## src/rtl/bitmap_page_frame_allocator_core_assert.svh

```systemverilog
// ----------------------------------------------------------------------------
// bitmap page frame allocator assertion macros
// concurrent checks in simulation, empty when synthesized
// ----------------------------------------------------------------------------
`ifndef BITMAP_PAGE_FRAME_ALLOCATOR_CORE_ASSERT_SVH
`define BITMAP_PAGE_FRAME_ALLOCATOR_CORE_ASSERT_SVH
`ifndef SYNTHESIS
`define BPFA_ASSERT(lbl, clk, rst_n, prop) \
    lbl: assert property (@(posedge clk) disable iff (!rst_n) prop) \
        else $error("bpfa: assertion failed");
`define BPFA_ASSERT_NEVER(lbl, clk, rst_n, cond) \
    lbl: assert property (@(posedge clk) disable iff (!rst_n) !(cond)) \
        else $error("bpfa: forbidden condition seen");
`else
`define BPFA_ASSERT(lbl, clk, rst_n, prop)
`define BPFA_ASSERT_NEVER(lbl, clk, rst_n, cond)
`endif
`endif

```

## src/rtl/bpfa_ram.sv

```systemverilog
// ----------------------------------------------------------------------------
// bpfa_ram
// generic simple dual port ram, one write and one registered read port
// ----------------------------------------------------------------------------
module bpfa_ram #(
    parameter int P_WIDTH = 32,
    parameter int P_DEPTH = 128
) (
    input  logic                       i_clk,
    input  logic                       i_we,
    input  logic [$clog2(P_DEPTH)-1:0] i_waddr,
    input  logic [P_WIDTH-1:0]         i_wdata,
    input  logic                       i_re,
    input  logic [$clog2(P_DEPTH)-1:0] i_raddr,
    output logic [P_WIDTH-1:0]         o_rdata
);

    logic [P_WIDTH-1:0] r_mem [P_DEPTH];
    logic [P_WIDTH-1:0] r_rdata;

    always_ff @(posedge i_clk) begin
        if (i_we) begin
            r_mem[i_waddr] <= i_wdata;
        end
        if (i_re) begin
            r_rdata <= r_mem[i_raddr];
        end
    end

    assign o_rdata = r_rdata;

endmodule

```

## config.mk

```make
export PLATFORM = sky130hd
export DESIGN_NAME = bpfa_ram
export DESIGN_NICKNAME = d
export VERILOG_FILES = /design/src/rtl/bitmap_page_frame_allocator_core_assert.svh /design/src/rtl/bpfa_ram.sv
export SDC_FILE = /design/constraint.sdc
export NUM_CORES = 2
export LEC_CHECK = 0
export BUFFER_PORTS_ARGS = -buffer_cell sky130_fd_sc_hd__buf_2
export CORE_MARGIN = 2
export CORE_UTILIZATION = 40
export DETAILED_ROUTE_END_ITERATION = 12
export PLACE_DENSITY = 0.6
export SLEW_MARGIN = 20
export SYNTH_ARGS = -nofsm -noshare
export SYNTH_HDL_FRONTEND = slang
export SYNTH_SLANG_ARGS = --single-unit
```

## constraint.sdc

```tcl
create_clock -name i_clk -period 10.7 [get_ports i_clk]
set_input_delay 1.07 -clock i_clk [delete_from_list [all_inputs] [get_ports i_clk]]
set_output_delay 1.07 -clock i_clk [all_outputs]
set_load 0.05 [all_outputs]
```

## Word level (Yosys, flattened, before mapping)

Memories as Yosys holds them, arrays and structs flattened. A register that Yosys moved wholly into a read port is not among the register bits.
Index checks and enable logic that the tools add are counted.
Widths: inputs -> output; s select.

| word-level totals | value |
|---|---|
| RAM bits | 4096 |
| ROM bits | 0 |
| latch bits | 0 |
| word-level logic and storage cells | 3 |
| memories kept | 1 |
| output and inout bits | 32 |
| bits of input ports | 49 |
| register bits after elaboration | 0 |

Memories:

| name | words | width | rd ports | clocked after memory_dff | write ports | line | RTL |
|---|---|---|---|---|---|---|---|
| r_mem | 128 | 32 | 1 | 1 | 1 | bpfa_ram.sv:18 | `logic [P_WIDTH-1:0] r_mem [P_DEPTH];` |

| cells by class | value |
|---|---|
| mux-type cells | 2 |
| eq/ne operators | 0 |
| shift-type cells | 0 |
| divide/modulo/power cells | 0 |
| bitwise operators | 0 |
| multiply operators | 0 |
| $lt $le $gt $ge | 0 |
| reductions and logical operators | 0 |
| $add $sub $neg | 0 |

Operators by type and width:

| cell | count |
|---|---|
| $mux 1 | 2 |

## Logic depth before layout (Yosys ltp)

| logic depth | value |
|---|---|
| depth in word-level cells | 2 |
| gate-level depth with buffers | 8 |
| depth with buffers taken out | 4 |

## Worst setup path after synthesis

Ideal clock, no wire load.

| timing | value |
|---|---|
| path type | input-to-reg |
| from | input i_we |
| to | memory r_mem[98][0] (enable) |
| stages on the path | 3 |
| setup time | 461 ps |
| setup slack | 6391 ps |
| arrival | 3848 ps |
| path buffers | 1 |
| cell sequence | clkbuf_1 -> nand4_1 -> nor3_1 |

| on the way | value |
|---|---|
| cells in the longest elaborated chain, start to end | 2 |

RTL lines:

| element | line | RTL |
|---|---|---|
| start, declared | bpfa_ram.sv:10 | `input logic i_we,` |
| $mux 1 | bpfa_ram.sv:22 | `if (i_we) begin` |
| $mux 1 (implied by the code) | bpfa_ram.sv:23 | `r_mem[i_waddr] <= i_wdata;` |
| end, declared | bpfa_ram.sv:18 |  |

Every way passes these cells.

==> run summary <==
## Outcome
• result of the run: completed

## Logic synthesis
• post-synthesis register bit count: 4128
• portion of the post-synthesis area used by sequential elements: 79.2%
• area of the mapped netlist: 0.157 mm2
• Yosys cell types: 16
• nets in the synthesized netlist: 6039
• average cell area after synthesis: 26.1 um2
• synthesized instance count: 5990
• Ys Warns: 0

## Timing
• slew of the pin with the lowest slew margin: 1.16 ns
• minimum period implied by the final worst setup slack: 4.75 ns
• Max transition margin: 22.7%
• setup TNS: 0 ns
• Period Utilization, post-route: 44.4%
• worst-case clock skew: 0.0662 ns
• unrepaired setup endpoints after global routing: no
• final slew viol count: 0
• Final Hold Fails: 0
• Setup violations, final: 0
• maximum clock frequency: 211 MHz

## Clock tree
• worst-case clock buffer depth: 4
• CTS clock-pin slew for the worst setup and hold paths: 0.06 ns
• number of buffers added by the clock tree synthesis step: 400
• setup bufs post-CTS: 0
• clock sink count: 4128
• clock tree from TritonCTS: done
• buffer type at the clock tree root: sky130_fd_sc_hd__clkbuf_16
• clk_lat worst skew: 0.93 ns
• Resize count post-CTS: 0
• number of hold buffers added after CTS: 0
• maximum level of the CTS H-tree: 5

## Finish
• number of inserted filler cells in the final layout: 31500
• fraction of layout cells with a size suffix above 1: 35.3%
• Final Core Density: 45.7%
• area overhead of the layout relative to synthesis: 13.6%
• leading cell types in the layout, fill and taps excluded: 4128 x sky130_fd_sc_hd__edfxtp_1, 1344 x sky130_fd_sc_hd__mux4_2, 411 x sky130_fd_sc_hd__clkbuf_16
• most common cell after layout, fill and taps aside: sky130_fd_sc_hd__edfxtp_1
• final net count: 6422
• Post-Layout Cell Count: 11900
• post-route cell area: 0.178 mm2

## Critical path
• kind of critical path: in -> reg
• crit-path leading delay family: multiplexers
• Register-to-Register Setup Slack: 7.93 ns
• Crit path buffers/inverters: 3
• required time reported for the critical path endpoint: 11.35 ns
• CP cell instances: buf_12, buf_12, buf_4, mux4_2, mux4_2, mux4_2, mux2_2
• crit path DAT: 5.39 ns
• cell occurring most often along the worst timing path: sky130_fd_sc_hd__mux4_2
• crit end category: flop
• launching element type of the critical path: primary input
• cell at the slowest stage of the critical path: sky130_fd_sc_hd__buf_4
• critical register-to-register path startpoint: r_mem[68][3]
• largest stage delay on the critical path: 0.77 ns
• crit path from: i_raddr[0]
• highest net fanout along the worst path: 89

## Floorplan
• Die Outline Area: 0.397 mm2
• Die Ht: 630 um
• chip width: 630 um
• count of standard-cell rows: 229
• Initial Utilization: 40.2%
• Top Ports: 81
• Core Footprint: 0.389 mm2

## Pwr
• Switching Share: 21.1%
• Clock Power Share: 41.5%
• cell leakage power: 53.7 nW
• maximum vdd ir drop: 140 uV
• power per cell area: 189 mW/mm2
• share of power burned in combinational logic: 5.2%
• switching power: 0.00710 W
• overall power of the completed layout: 0.0336 W
• sequential cell fraction of total power: 53.3%
• internal power: 0.0265 W

## Route
• number of vias per cell after detailed routing: 6.02
• routed wirelength normalized by instance count: 36.4 um
• total iterations of the first detailed-routing run: 6
• Starting DRT DRC Count: 10400
• remaining design rule violation count: 0
• total number of vias: 71600
• final wirelength: 434000 um
• final antenna-violating net count: 0

## GRT
• wire length of the first global-routing pass: 594000 um
• total track usage: 21.6%
• largest net degree at the start of global routing: 119
• Remaining Overflow, GRT: 0
• via count of the first global-routing pass: 71400
• antenna violations before repair: 51

## Placed design
• DP Cell Count: 11200
• final weighted congestion in routability-driven placement: 0.795
• Placed Instance Area: 0.165 mm2
• placed wire-length estimate after detailed placement: 227000 um
• count of input and output buffers: 80

## Job
• Max-cap violations: 0

## Hold path
• min-delay worst type: in -> reg
• startpoint of the tightest hold check path: i_wdata[14]

## kinds of logic (layout without fill, tap and decap cells)
group	after synthesis	count (layout)	synth area share, %
other	0	30	0
buffers and inverters	316	1007	0.837
AND/OR/NAND/NOR	170	170	0.445
flip-flops	4128	4128	79.2
multiplexers	1376	1376	19.6
## synth_stat cells, drive strengths merged
master | count | area share, %
buf | 134 | 0.40
clkbuf | 182 | 0.44
edfxtp | 4128 | 79
mux2 | 32 | 0.23
mux4 | 1344 | 19
nand2 | 14 | 0.034
nand2b | 2 | 0.0080
nand3 | 12 | 0.038
nand4 | 3 | 0.012
nor2 | 122 | 0.29
nor2b | 7 | 0.028
nor3 | 9 | 0.029
or3 | 1 | 0.0040
## flip-flops by register name (all words and copies together), names as in the netlist
| register | flops |
|---|---|
| o_rdata | 32 |
| r_mem | 4096 |
## stage by stage
stage	setup slack [ns]	hold slack [ns]
floorplan	6.39	1.15
global placement	4.97	1.21
detailed placement	4.99	1.22
CTS	5.97	0.602
global route	5.70	0.651
finish	5.95	0.659
## power by group through the flow
stage / Clock [W] / Combinational [W] / Sequential (W)
4_1_cts: 0.0141 / 0.00177 / 0.0179
5_1_grt: 0.0148 / 0.00181 / 0.0179
2_1_floorplan: 0 / 0.000862 / 0.0183
6_report: 0.0140 / 0.00174 / 0.0179
3_5_place_dp: 0 / 0.00177 / 0.0183
3_3_place_gp: 0 / 0.00174 / 0.0183
## final timing paths
check,endpoint,cells after the start
max,o_rdata[3],7
min,r_mem[69][14],1
max reg2reg,o_rdata[3],4
min reg2reg,o_rdata[24],4
## layout make-up
class	instances	area, um2	share of cell area, %
diodes	30	75.1	0.0422
clock buffers	482	10600	5.93
clock inverters	228	2210	1.24
multi-input cells	1546	32300	18.1
flip-flops and latches	4128	124000	69.7
well taps	5197	6500	3.65
repair buffers	297	2350	1.32
## worst register-to-register path, stage by stage (launching register included)
cell	delay, ns
sky130_fd_sc_hd__edfxtp_1	0.36
sky130_fd_sc_hd__mux4_2	0.48
sky130_fd_sc_hd__mux4_2	0.64
sky130_fd_sc_hd__mux4_2	0.72
sky130_fd_sc_hd__mux2_2	0.33
## metal layers
layer | routed length [um] | GRT usage, %
met5 | 125 | 0
met4 | 15700 | 7.38
met3 | 36300 | 3.54
met2 | 213000 | 35.3
met1 | 169000 | 29.8
Power figures use the tool's default switching activity.
